`config.mk`:
```
export PLATFORM = sky130hd
export DESIGN_NAME = tlpj_cordic_cell
export DESIGN_NICKNAME = d
export VERILOG_FILES = /design/src/rtl/tlpj_pkg.sv /design/src/rtl/tlpj_cordic_cell.sv
export SDC_FILE = /design/constraint.sdc
export NUM_CORES = 1
export LEC_CHECK = 0
export CAP_MARGIN = 40
export CELL_PAD_IN_SITES_DETAIL_PLACEMENT = 1
export CELL_PAD_IN_SITES_GLOBAL_PLACEMENT = 2
export CORE_ASPECT_RATIO = 0.9
export CORE_MARGIN = 2
export CORE_UTILIZATION = 42
export CTS_CLUSTER_DIAMETER = 150
export CTS_CLUSTER_SIZE = 24
export DETAILED_ROUTE_END_ITERATION = 10
export DONT_BUFFER_PORTS = 1
export PLACE_DENSITY = 0.9
export SYNTH_ARGS = -nofsm -noshare
export SYNTH_HDL_FRONTEND = slang
export SYNTH_SLANG_ARGS = --single-unit
```
`constraint.sdc`:
```
create_clock -name clk -period 5.1 [get_ports clk]
set_input_delay 0.51 -clock clk [delete_from_list [all_inputs] [get_ports clk]]
set_output_delay 0.51 -clock clk [all_outputs]
set_load 0.02 [all_outputs]
```
`src/rtl/tlpj_pkg.sv`:
```
// Shared types, constants and a helper function of the two-link planar Jacobian unit.
package tlpj_pkg;

  localparam int unsigned ANG_W   = 16;   // binary angle width
  localparam int unsigned LEN_W   = 16;   // unsigned Q4.12 link length
  localparam int unsigned ROT_W   = 32;   // CORDIC x, y, z word width
  localparam int unsigned PROD_W  = 49;   // 17 x 32 signed product
  localparam int unsigned SUM_W   = 50;   // sum of two products
  localparam int unsigned FRAC_SH = 30;   // Q.42 down to Q8.12
  localparam int unsigned OUT_W   = 20;   // signed Q8.12 result
  localparam int unsigned STAGES  = 16;   // CORDIC micro-rotations
  localparam int unsigned CFG_W   = 1;    // register index width

  // Register indexes of the configuration port
  localparam logic [CFG_W-1:0] CFG_LINK_ONE = 1'b0;
  localparam logic [CFG_W-1:0] CFG_LINK_TWO = 1'b1;

  // Gain-compensated 1.0 in Q2.30
  localparam logic signed [ROT_W-1:0] CORDIC_X0 = 32'sd652032874;

  // A quarter turn in binary angle units
  localparam logic signed [ANG_W-1:0] ANG_QUARTER = 16'sd16384;

  // atan(2^-i) with a full circle equal to 2^32
  localparam logic signed [ROT_W-1:0] ARC_TABLE [STAGES] = '{
    32'sd536870912, 32'sd316933406, 32'sd167458907, 32'sd85004756,
    32'sd42667331,  32'sd21354465,  32'sd10679838,  32'sd5340245,
    32'sd2670163,   32'sd1335086,   32'sd667544,    32'sd333772,
    32'sd166886,    32'sd83443,     32'sd41722,     32'sd20861
  };

  // Rotation state carried from cell to cell
  typedef struct packed {
    logic signed [ROT_W-1:0] x;
    logic signed [ROT_W-1:0] y;
    logic signed [ROT_W-1:0] z;
    logic                    flip;
  } rot_t;

  // One result item
  typedef struct packed {
    logic signed [OUT_W-1:0] r0c0;
    logic signed [OUT_W-1:0] r0c1;
    logic signed [OUT_W-1:0] r1c0;
    logic signed [OUT_W-1:0] r1c1;
  } res_t;

  // Fold an angle into the right half-plane and seed the rotator
  function automatic rot_t prerot(input logic signed [ANG_W-1:0] ang);
    rot_t r;
    logic big;
    big    = (ang > ANG_QUARTER) || (ang < -ANG_QUARTER);
    r.x    = CORDIC_X0;
    r.y    = '0;
    r.flip = big;
    // moving z by half a turn only toggles its top bit
    r.z    = big ? {~ang[ANG_W-1], ang[ANG_W-2:0], 16'h0000} : {ang, 16'h0000};
    return r;
  endfunction

endpackage

```
`src/rtl/tlpj_cordic_cell.sv`:
```
// One rotation-mode CORDIC cell: a single micro-rotation and its register.
module tlpj_cordic_cell #(
  parameter int unsigned STAGE = 0
) (
  input  logic             clk,
  input  logic             en,
  input  tlpj_pkg::rot_t   rot_i,
  output tlpj_pkg::rot_t   rot_o
);

  logic signed [tlpj_pkg::ROT_W-1:0] x;
  logic signed [tlpj_pkg::ROT_W-1:0] y;
  logic signed [tlpj_pkg::ROT_W-1:0] z;
  logic signed [tlpj_pkg::ROT_W-1:0] xs;
  logic signed [tlpj_pkg::ROT_W-1:0] ys;
  tlpj_pkg::rot_t rot_nxt;
  tlpj_pkg::rot_t rot_r;

  assign x  = rot_i.x;
  assign y  = rot_i.y;
  assign z  = rot_i.z;
  assign xs = x >>> STAGE;
  assign ys = y >>> STAGE;

  // Rotate toward zero residual angle
  always_comb begin
    rot_nxt.flip = rot_i.flip;
    if (!z[tlpj_pkg::ROT_W-1]) begin
      rot_nxt.x = x - ys;
      rot_nxt.y = y + xs;
      rot_nxt.z = z - tlpj_pkg::ARC_TABLE[STAGE];
    end else begin
      rot_nxt.x = x + ys;
      rot_nxt.y = y - xs;
      rot_nxt.z = z + tlpj_pkg::ARC_TABLE[STAGE];
    end
  end

  // Advance when the pipeline moves
  always_ff @(posedge clk) begin
    if (en) begin
      rot_r <= rot_nxt;
    end
  end

  assign rot_o = rot_r;

endmodule

```
==> reports/qor.txt <==
crit share post-route -> 63.7%
GRT overflow -> 0
HPWL after DPL -> 21500 um
CTS root buf -> clkbuf_16
Peak VDD IR -> 0.000170 V
Critical Path Fanout Max -> 13
sequential-to-total area share from yosys stat -> 34.4%
synth top area cells -> edfxtp_1 (34%), ha_1 (14%), a21oi_1 (6.0%)
Pleak -> 3.56 nW
# resized after CTS -> 0
most common cell in the synthesized netlist -> a21oi_1
WL/cell -> 23.6 um
Yosys Warn Count -> 0
Num CTS Buffers -> 9
Post-synth ARST share -> 0%
first-pass GRT wire length -> 40900 um
Nets -> 1084
Sink Count -> 96
die area -> 21100 um^2
post-CTS setup buffer count -> 0
Cell variety after synth -> 81
# IOs -> 196
vias in the first global route -> 7000
Hold Path Class -> input pin to flip-flop
arrival time worst endpoint -> 3.34 ns
Rows -> 48
Internal Pwr Total -> 0.00168 W
Reg clk slew, reported paths -> 0.07 ns
CTS max path bufs -> 2
combinational cell fraction of total power -> 27.5%
Crit path required time -> 5.19 ns
Layout area overhead -> 5.39%
post-synth top area share -> 34.4%
status -> finished, final reports clean
pwr dens -> 301 nW/um^2
Net Sw Frac -> 37.0%
GRT Total Usage -> 25.0%
initial antenna violation count -> 0
drt first pass iters -> 5
largest net degree at the start of global routing -> 97
Final Hold Viols -> 0
Die X -> 153 um
Slew Limit Fails -> 0
initial cell density of the core -> 43.3%
most frequent cells after synthesis -> a21oi_1 (101), edfxtp_1 (96), ha_1 (94)
MaxCap Viol Count -> 0
IO buf count -> 0
FMAX -> 308 MHz
Worst Hold Endpoint -> rot_o[12]
Via Count -> 6941
RSZ-0062 raised after global routing -> no
GP Congestion -> 0.949
hold path depth -> 0
antenna viol nets, final -> 0
WS Path Type -> input pin to flip-flop
CTS tree -> yes
DR iter-0 viols -> 704
Synth Cell Area -> 8370 um^2
largest area contributor in the synthesized netlist -> edfxtp_1
Slew Limit Headroom -> 45.7%
Total Routed Length -> 27000 um
Worst-Margin Slew -> 0.805 ns
min Tclk post-route -> 3.25 ns
Core Box Area -> 19300 um^2
cts-stage hold buffer count -> 0
ys flop type -> edfxtp_1
startpoint types -> input pin
Synth Register Bits -> 96
Synth Instances -> 914
Hold Path Origin -> rot_i[12]
register share of total power -> 45.8%
H-tree depth -> 3
number of synthesized flops with an enable pin -> 96
Residual DRC -> 0
P_sw -> 0.000983 W
share of cells above drive strength 1 -> 6.05%
clock share of power -> 26.8%
final setup vio count -> 0
synthesized area per cell -> 9.16 um^2
Final WS setup -> 1.85 ns
max reg flops -> 96
Antenna Cells -> 0
DR vias/cell -> 6.08
Sum Neg Setup Slack -> 0 ns
syn nets -> 1111
worst slack, placed -> 1.56 ns
die height -> 138 um
Crit. End Element -> flip-flop
cells by family after synthesis:
family,after synthesis,synth area share (%)
and+or+nand+nor,213,12.3
adders and majority gates,98,15.0
AOI/OAI and AO/OA,296,23.8
buffers and inverters,139,6.75
muxes,12,1.43
DFF,96,34.4
xor gates and xnor gates,60,6.28
layout make-up:
cell class / instances / area (um^2)
Fill cell: 2237 / 10500
Multi-Input combinational cell: 679 / 4930
Sequential cell: 96 / 2880
Inverter: 98 / 368
Tap cell: 250 / 313
Clock buffer: 9 / 225
Clock inverter: 7 / 76.3
Timing Repair Buffer: 3 / 35.0
critical path, stage by stage:
cell and delay [ns]:
inv_1 0.02, ha_1 0.65, nand2_1 0.30, or3_1 0.46, nor2_1 0.24, o41ai_2 0.16
o41a_1 0.45, nor3_1 0.28, a2bb2oi_2 0.18, xor2_1 0.08
how the worst max path moves through the flow:
stage | startpoint | endpoint | slack (ns) | depth (start not counted)
final | rot_i[49] | rot_o[94] | 1.85 | 10
after global routing | rot_i[37] | rot_o[63] | 1.69 | 11
after CTS | rot_i[37] | rot_o[94] | 1.90 | 11
after detailed placement | rot_i[37] | rot_o[94] | 1.56 | 11
after global placement | rot_i[35] | rot_o[79] | 1.59 | 10
after floorplan | rot_i[36] | rot_o[63] | 2.23 | 12
cell usage in the layout (no fill, tap or decap), types with 7 or more instances in the layout:
| master | count |
|---|---|
| a21oi_1 | 101 |
| edfxtp_1 | 96 |
| ha_1 | 94 |
| inv_1 | 90 |
| nor2_1 | 78 |
| o21ai_0 | 51 |
| xnor2_1 | 50 |
| nand2_1 | 46 |
| nand3_1 | 13 |
| o21bai_1 | 13 |
| mux2i_1 | 12 |
| o21a_1 | 11 |
| o21ai_1 | 11 |
| nand4_1 | 10 |
| nor3_1 | 10 |
| o211ai_1 | 10 |
| a21o_1 | 10 |
| nand2b_1 | 10 |
| xor2_1 | 10 |
| a211oi_1 | 10 |
| o31ai_1 | 9 |
| clkbuf_16 | 9 |
| a31oi_1 | 8 |
| inv_2 | 7 |
| nor2b_1 | 7 |
| or3_1 | 7 |
| nor4_1 | 7 |
stage by stage:
step | instances | cell area (um^2) | util, % | hold slack [ns] | power, W
2_1_floorplan | 914 | 8370 | - | 0.609 | 0.00175
3_3_place_gp | 1125 | 8500 | 44.0 | 0.609 | 0.00194
3_5_place_dp | 1126 | 8520 | 44.1 | 0.609 | 0.00195
4_1_cts | 1142 | 8830 | 45.6 | 0.239 | 0.00267
5_1_grt | 1142 | 8830 | 45.6 | 0.237 | 0.00277
6_report | 1142 | 8830 | 45.6 | 0.249 | 0.00266
metal layers:
metal  wire (um)  GRT usage [%]
met5           0              0
met2       12400           41.5
met4         470           6.02
met3        2150           5.56
met1       12000           33.6
power by group through the flow:
stage | registers [W] | clock network (W) | logic, W
finish | 0.00122 | 0.000713 | 0.000730
global placement | 0.00123 | 0 | 0.000704
floorplan | 0.00121 | 0 | 0.000542
CTS | 0.00122 | 0.000724 | 0.000721
global route | 0.00123 | 0.000745 | 0.000795
detailed placement | 0.00124 | 0 | 0.000714
(Power assumes the default switching activity.)
