`config.mk`:
```
export PLATFORM = sky130hd
export DESIGN_NAME = tlpj_out_skid
export DESIGN_NICKNAME = d
export VERILOG_FILES = /design/src/rtl/tlpj_pkg.sv /design/src/rtl/tlpj_out_skid.sv
export SDC_FILE = /design/constraint.sdc
export NUM_CORES = 1
export LEC_CHECK = 0
export BUFFER_PORTS_ARGS = -buffer_cell sky130_fd_sc_hd__buf_4
export CAP_MARGIN = 20
export CORE_ASPECT_RATIO = 1.75
export CORE_MARGIN = 1.5
export CORE_UTILIZATION = 36
export DETAILED_ROUTE_END_ITERATION = 6
export GPL_TIMING_DRIVEN = 0
export HOLD_SLACK_MARGIN = 0.06
export SLEW_MARGIN = 10
export SYNTH_ARGS = -nofsm -noshare
export SYNTH_HDL_FRONTEND = slang
export SYNTH_SLANG_ARGS = --single-unit
```
`constraint.sdc`:
```
create_clock -name clk -period 9.4 [get_ports clk]
set_input_delay 1.88 -clock clk [delete_from_list [all_inputs] [get_ports clk]]
set_output_delay 1.88 -clock clk [all_outputs]
set_load 0.02 [all_outputs]
```
`src/rtl/tlpj_pkg.sv`:
```
// Shared types, constants and a helper function of the two-link planar Jacobian unit.
package tlpj_pkg;

  localparam int unsigned ANG_W   = 16;   // binary angle width
  localparam int unsigned LEN_W   = 16;   // unsigned Q4.12 link length
  localparam int unsigned ROT_W   = 32;   // CORDIC x, y, z word width
  localparam int unsigned PROD_W  = 49;   // 17 x 32 signed product
  localparam int unsigned SUM_W   = 50;   // sum of two products
  localparam int unsigned FRAC_SH = 30;   // Q.42 down to Q8.12
  localparam int unsigned OUT_W   = 20;   // signed Q8.12 result
  localparam int unsigned STAGES  = 16;   // CORDIC micro-rotations
  localparam int unsigned CFG_W   = 1;    // register index width

  // Register indexes of the configuration port
  localparam logic [CFG_W-1:0] CFG_LINK_ONE = 1'b0;
  localparam logic [CFG_W-1:0] CFG_LINK_TWO = 1'b1;

  // Gain-compensated 1.0 in Q2.30
  localparam logic signed [ROT_W-1:0] CORDIC_X0 = 32'sd652032874;

  // A quarter turn in binary angle units
  localparam logic signed [ANG_W-1:0] ANG_QUARTER = 16'sd16384;

  // atan(2^-i) with a full circle equal to 2^32
  localparam logic signed [ROT_W-1:0] ARC_TABLE [STAGES] = '{
    32'sd536870912, 32'sd316933406, 32'sd167458907, 32'sd85004756,
    32'sd42667331,  32'sd21354465,  32'sd10679838,  32'sd5340245,
    32'sd2670163,   32'sd1335086,   32'sd667544,    32'sd333772,
    32'sd166886,    32'sd83443,     32'sd41722,     32'sd20861
  };

  // Rotation state carried from cell to cell
  typedef struct packed {
    logic signed [ROT_W-1:0] x;
    logic signed [ROT_W-1:0] y;
    logic signed [ROT_W-1:0] z;
    logic                    flip;
  } rot_t;

  // One result item
  typedef struct packed {
    logic signed [OUT_W-1:0] r0c0;
    logic signed [OUT_W-1:0] r0c1;
    logic signed [OUT_W-1:0] r1c0;
    logic signed [OUT_W-1:0] r1c1;
  } res_t;

  // Fold an angle into the right half-plane and seed the rotator
  function automatic rot_t prerot(input logic signed [ANG_W-1:0] ang);
    rot_t r;
    logic big;
    big    = (ang > ANG_QUARTER) || (ang < -ANG_QUARTER);
    r.x    = CORDIC_X0;
    r.y    = '0;
    r.flip = big;
    // moving z by half a turn only toggles its top bit
    r.z    = big ? {~ang[ANG_W-1], ang[ANG_W-2:0], 16'h0000} : {ang, 16'h0000};
    return r;
  endfunction

endpackage

```
`src/rtl/tlpj_out_skid.sv`:
```
// Output register with a one-entry skid stage; ready toward the pipeline is registered.
module tlpj_out_skid (
  input  logic           clk,
  input  logic           rst_n,
  input  logic           vld_i,
  input  tlpj_pkg::res_t res_i,
  output logic           en,
  input  logic           out_ready,
  output logic           out_valid,
  output tlpj_pkg::res_t res_o
);

  logic           out_valid_r;
  logic           skid_full_r;
  tlpj_pkg::res_t out_r;
  tlpj_pkg::res_t skid_r;
  logic           take;

  assign en   = !skid_full_r;
  assign take = vld_i && en;

  // Control: refill the output from skid first, park an item when stalled
  always_ff @(posedge clk) begin
    if (!rst_n) begin
      out_valid_r <= 1'b0;
      skid_full_r <= 1'b0;
    end else if (!out_valid_r || out_ready) begin
      if (skid_full_r) begin
        out_valid_r <= 1'b1;
        skid_full_r <= 1'b0;
      end else begin
        out_valid_r <= take;
      end
    end else if (take) begin
      skid_full_r <= 1'b1;
    end
  end

  // Payload
  always_ff @(posedge clk) begin
    if (!out_valid_r || out_ready) begin
      if (skid_full_r) begin
        out_r <= skid_r;
      end else if (take) begin
        out_r <= res_i;
      end
    end else if (take) begin
      skid_r <= res_i;
    end
  end

  assign out_valid = out_valid_r;
  assign res_o     = out_r;

endmodule

```
==> impl_metrics.csv, run 1 <==
group,metric,value,unit
yosys,syn_inst,258,
yosys,yosysMostFrequentCell,"edfxtp_1",
setup_path,r2r-start,"skid_full_r",
grt,gr-total-overflow,0,
yosys,synth-edff-count,160,
yosys,synth_cell_types,12,
sta,rsz0062_at_grt,"no",
placement,gp_congestion,0.7253,
placement,place_area,7485,µm²
setup_path,worstRegToRegCells,8,
route,dr.pass1.iters,4,
die,die_h,172.1,µm
cells_and_area,fin_area,8044,µm²
route,drc,0,
min_path,hp-class,"reg -> reg",
power,powerDensity,203.9,nW/µm²
sta,fin_worst_skew,0.007716,ns
setup_path,crit_start,"out_ready",
setup_path,start_kind,"input pin",
grt,grt_pass1_vias,3286,
die,die_w,99.64,µm
sta,period_needed,3.714,ns
cts,path_clk_slew,0.06,ns
yosys,synth_commonest_cells,"edfxtp_1, mux2_2, buf_6",
yosys,synth_top_cells_by_area,"edfxtp_1, mux2_2, buf_6, dfxtp_1, nor3b_2",
min_path,min_from,"skid_r[73]",
route,via_count,3048,
cells_and_area,antenna_cells,0,
cells_and_area,instances_no_fill,653,
die,start_util,36.88,%
cells_and_area,final_nets,535,
yosys,syn_nets,342,
setup_path,setup.worst_path.class,"in -> reg",
placement,dp_hpwl,8.455,mm
route,drtIter0Drc,188,
power,leakage,2.986,nW
placement,io_buffers,165,
cts,cts_resized,0,
sta,setup_viol,0,
power,p_total,0.001640,W
cts,cts_buffer_depth,2,
grt,grt_start_max_net_pins,47,
cts,clk_latency,0.40,ns
route,drt_wl_total,11.81,mm
grt,antenna_found_initial,0,
placement,place.detailed.instances,621,
sta,slew_violations,0,
route,routed_via_density,4.668,
setup_path,worstSetupEndpointType,"flip-flop",
setup_path,worstPathArrival,3.81,ns
die,core-area,15950,µm²
yosys,ys_warn_count,0,
yosys,async_flop_share,0,%
cells_and_area,area_delta_synth_final,36.73,%
sta,worst_pin_slew,0.6504,ns
yosys,synth_area,5883,µm²
power,ir_drop,0.0001217,V
sta,tns,0,ns
sta,worst_slack,5.686,ns
status,status,"finished, final reports clean",
grt,grt.total_usage,13.90,%
grt,grt_pass1_wl,17.80,mm
sta,slew-limit-headroom,56.45,%
cts,clock-root-buffer,"clkbuf_16",
setup_path,worst-path-max-fanout,12,
setup_path,cp_data_required_time,9.50,ns
die,std_cell_rows,61,
sta,fmax,0.2693,GHz
yosys,yosys.area.top_type_share,81.67,%
yosys,syn_avg_cell_area,22.80,µm²
cts,hold_buffers,0,
run,drv_cap,0,
route,wire_per_inst,18.08,µm
cells_and_area,final_layout_size_suffix_gt1_share,63.58,%
yosys,yosysTopAreaCell,"edfxtp_1",
yosys,synth-seq-cells,162,
sta,finalCritPeriodShare,39.51,%
cts,tritoncts,"yes",
cts,cts_htree_levels,4,
route,ant_nets,0,
cts,clock-sinks,162,
die,die-area,17150,µm²
cts,post_cts_buffers,0,
cts,cts_made_buffers,17,
sta,finalHoldViolCount,0,
die,boundaryPins,166,
min_path,holdPathStages,1,
yosys,yosys_most_used_dff,"edfxtp_1",
placement,dp_slack,5.223,ns
yosys,synth-seq-area-share,82.35,%
## cells by family after synthesis
logic type             count (synthesis)  synth area share [%]
AND/OR/NAND/NOR                        4                0.5104
AO/OA/AOI/OAI                          2                0.2553
multiplexers                          80                 15.31
buffers and inverters                 10                 1.574
flip-flops                           162                 82.35
## metal layers
| metal | GRT usage (%) | share of wire [%] | vias up |
|---|---|---|---|
| met3 | 4.204 | 5.2 | 12 |
| met2 | 24.78 | 56 | 98 |
| met1 | 14.96 | 37 | 1520 |
| li1 | - | - | 1418 |
| met5 | 0 | 0 | - |
| met4 | 6.552 | 1.9 | 0 |
## metrics by stage
stage	hold slack [ns]	utilization (%)
5_1_grt	0.5563	50.43
2_1_floorplan	0.5231	-
3_5_place_dp	0.5331	46.92
3_3_place_gp	0.5291	46.13
4_1_cts	0.5453	50.43
6_report	0.5472	50.43
## layout by cell type (no fill, tap or decap)
master	n
buf_16	1
buf_4	168
edfxtp_1	160
a21boi_1	1
inv_1	1
dfxtp_1	2
inv_8	1
nor3b_2	2
clkbuf_1	3
buf_8	2
clkinv_4	2
o21a_4	1
buf_6	10
nand2b_1	1
bufinv_16	1
mux2_2	80
clkinvlp_4	5
inv_6	3
nor2_1	1
clkbuf_16	17
buf_2	2
## cell type report
type | count | area [µm²]
inverter | 1 | 3.754
clock inverter | 12 | 122.6
sequential | 162 | 4845
timing repair buffer | 174 | 1353
fill | 1362 | 7908
clock buffer | 20 | 436.7
multi-input combinational | 86 | 958.4
buffer | 9 | 88.84
tap | 189 | 236.5
## where the power goes
part / switching (W) / total [W] / internal [W] / leakage [nW]
clock network: 0.000282 / 0.000652 / 0.000370 / 0.256
registers: 0.00000843 / 0.000842 / 0.000834 / 1.52
logic: 0.0000739 / 0.000146 / 0.0000723 / 1.21
total: 0.000364 / 0.00164 / 0.00128 / 2.99
## final timing paths
kind / end / slack, ns
min reg2reg: res_o[73] / 0.55
max: skid_r[61] / 5.69
max reg2reg: skid_r[61] / 6.88
min: res_o[73] / 0.55
## critical path: stages
cell and delay [ns]:
buf_4 0.10, nand2b_1 0.21, nor3b_2 0.60, buf_6 0.24, buf_8 0.16, buf_8 0.15
buf_4 0.21, buf_4 0.24
## state kept, by name, summed over array words and instances (netlist names)
signal and cells:
skid_full_r 1, res_o 80, skid_r 80, out_valid 1
Note: power is estimated with default switching activity, not from simulation.
==> run 2, diff against run 1 <==
clock period = 3.16 ns   (was 9.4 ns; I/O delays follow)
==> run 2 against run 1 <==
Net effect: first-iteration DRC count decreased by 30%; combinational power increased to 3.0 times the previous value; global-route usage increased by 0.21 points; die area unchanged; via count increased by 0.36%; utilization increased by 0.19 points; worst setup slack got worse by 4.5 ns; final cell count decreased by 0.46%; sequential share of layout area decreased by 0.22 points.
==> impl_metrics.csv, run 2 (same netlist as run 1, synthesis figures left out) <==
group,metric,value,unit
sta,fin_worst_skew,0.007195,ns
sta,finalHoldViolCount,0,
sta,worst_pin_slew,0.5543,ns
route,routed_via_density,4.706,
sta,slew_violations,0,
power,p_total,0.004943,W
setup_path,worstSetupEndpointType,"primary output",
min_path,min_from,"res_i[14]",
grt,grt.total_usage,14.10,%
grt,antenna_found_initial,0,
cells_and_area,final_cell_mix,"buf_4, edfxtp_1, mux2_2",
route,drt_wl_total,11.88,mm
die,die_w,99.64,µm
sta,hold_slack,0.3985,ns
power,seq_power_share,50.7,%
run,drv_cap,0,
status,status,"finished, final reports clean",
cts,post_cts_buffers,0,
cts,clk_latency,0.41,ns
grt,grt_pass1_wl,17.66,mm
placement,gp_congestion,0.7506,
cells_and_area,antenna_cells,0,
route,drc,0,
setup_path,r2r-start,"skid_full_r",
cts,hold_buffers,0,
die,std_cell_rows,61,
route,met1_length,4.479,mm
route,drtIter0Drc,131,
sta,fmax,0.5094,GHz
sta,worst_slack,1.197,ns
placement,dp_hpwl,8.378,mm
cts,cts_htree_levels,4,
sta,rsz0062_at_grt,"no",
die,boundaryPins,166,
power,powerDensity,612.3,nW/µm²
sta,period_needed,1.963,ns
cts,clock-root-buffer,"clkbuf_16",
power,leakage,3.008,nW
power,power_frac_comb,8.8,%
die,die-area,17150,µm²
power,ir_drop,0.0003009,V
power,p_switching,0.001137,W
cts,cts_buffer_depth,2,
sta,finalCritPeriodShare,62.13,%
setup_path,crit_start,"skid_full_r",
route,dr.pass1.iters,4,
cells_and_area,fill_cells,1335,
grt,gr-total-overflow,0,
min_path,holdPathStages,1,
placement,io_buffers,165,
cts,cts_resized,0,
setup_path,setup.worst_path.class,"reg -> out",
route,top_layer_used,"met4",
min_path,holdPathEnd,"skid_r[14]",
die,start_util,36.88,%
grt,grt_start_max_net_pins,49,
min_path,hp-class,"in -> reg",
setup_path,timing.rr.end,"res_o[77]",
cells_and_area,final_nets,532,
route,wire_per_inst,18.28,µm
cells_and_area,area_delta_synth_final,37.24,%
route,via_count,3059,
setup_path,start_kind,"flip-flop",
setup_path,worstPathArrival,1.33,ns
die,core-area,15950,µm²
setup_path,worstRegToRegCells,4,
cts,clock-sinks,162,
cells_and_area,final_util,50.62,%
grt,grt_pass1_vias,3205,
power,p_int,0.003806,W
route,wl_met3,451,µm
cells_and_area,layout_commonest_cell,"buf_4",
die,die_h,172.1,µm
setup_path,cp_data_required_time,2.53,ns
route,ant_nets,0,
cells_and_area,final_layout_size_suffix_gt1_share,63.77,%
cts,tritoncts,"yes",
power,clkPwrFrac,40.5,%
cts,cts_made_buffers,17,
setup_path,worst-path-max-fanout,10,
sta,slew-limit-headroom,63.01,%
power,p_sw_share,23.01,%
placement,dp_slack,0.9650,ns
route,wl_met2,6.650,mm
cts,path_clk_slew,0.07,ns
sta,setup_viol,0,
setup_path,reg2reg_slack,1.25,ns
## run 2: worst max path at each step
stage               cells after the start  slack, ns         end
global route                            4       1.09          en
CTS                                     4       1.16          en
finish                                  4       1.20          en
global placement                        3      -1.33  skid_r[52]
detailed placement                      5       0.96  skid_r[57]
floorplan                               2      -0.12   skid_r[0]
## run 2: worst max-delay path, cell delays in order, from the launching register on
cell and delay (ns):
dfxtp_1 0.36, buf_6 0.19, buf_6 0.18, inv_1 0.05, buf_4 0.15
## run 2: cell type report
class	instances	area, µm²	area share (%)
Multi-Input combinational cell	86	972.2	12.04
Tap cell	189	236.5	2.929
Buffer	9	88.84	1.100
Clock inverter	15	148.9	1.844
Clock buffer	17	425.4	5.269
Timing Repair Buffer	171	1354	16.77
Sequential cell	162	4845	60.00
Inverter	1	3.754	0.04649
## run 2: stage by stage
step           instances  area [µm²]  setup TNS, ns
2_1_floorplan        258        5902         -9.386
3_3_place_gp         612        7377        -184.13
3_5_place_dp         618        7500              0
4_1_cts              650        8074              0
5_1_grt              650        8074              0
6_report             650        8074              0
## run 2: power groups by stage
stage	combinational (W)	clock (W)	sequential [W]
floorplan	0.000105	0	0.00265
global placement	0.000419	0	0.00256
detailed placement	0.000445	0	0.00255
CTS	0.000446	0.00206	0.00251
global route	0.000464	0.00214	0.00251
finish	0.000437	0.00200	0.00251
## run 2: layer usage
layer  track usage, %  vias up
li1                 -     1417
met1            15.42     1536
met2            25.28       88
met3            3.678       18
met4            6.736        0
met5                0        -
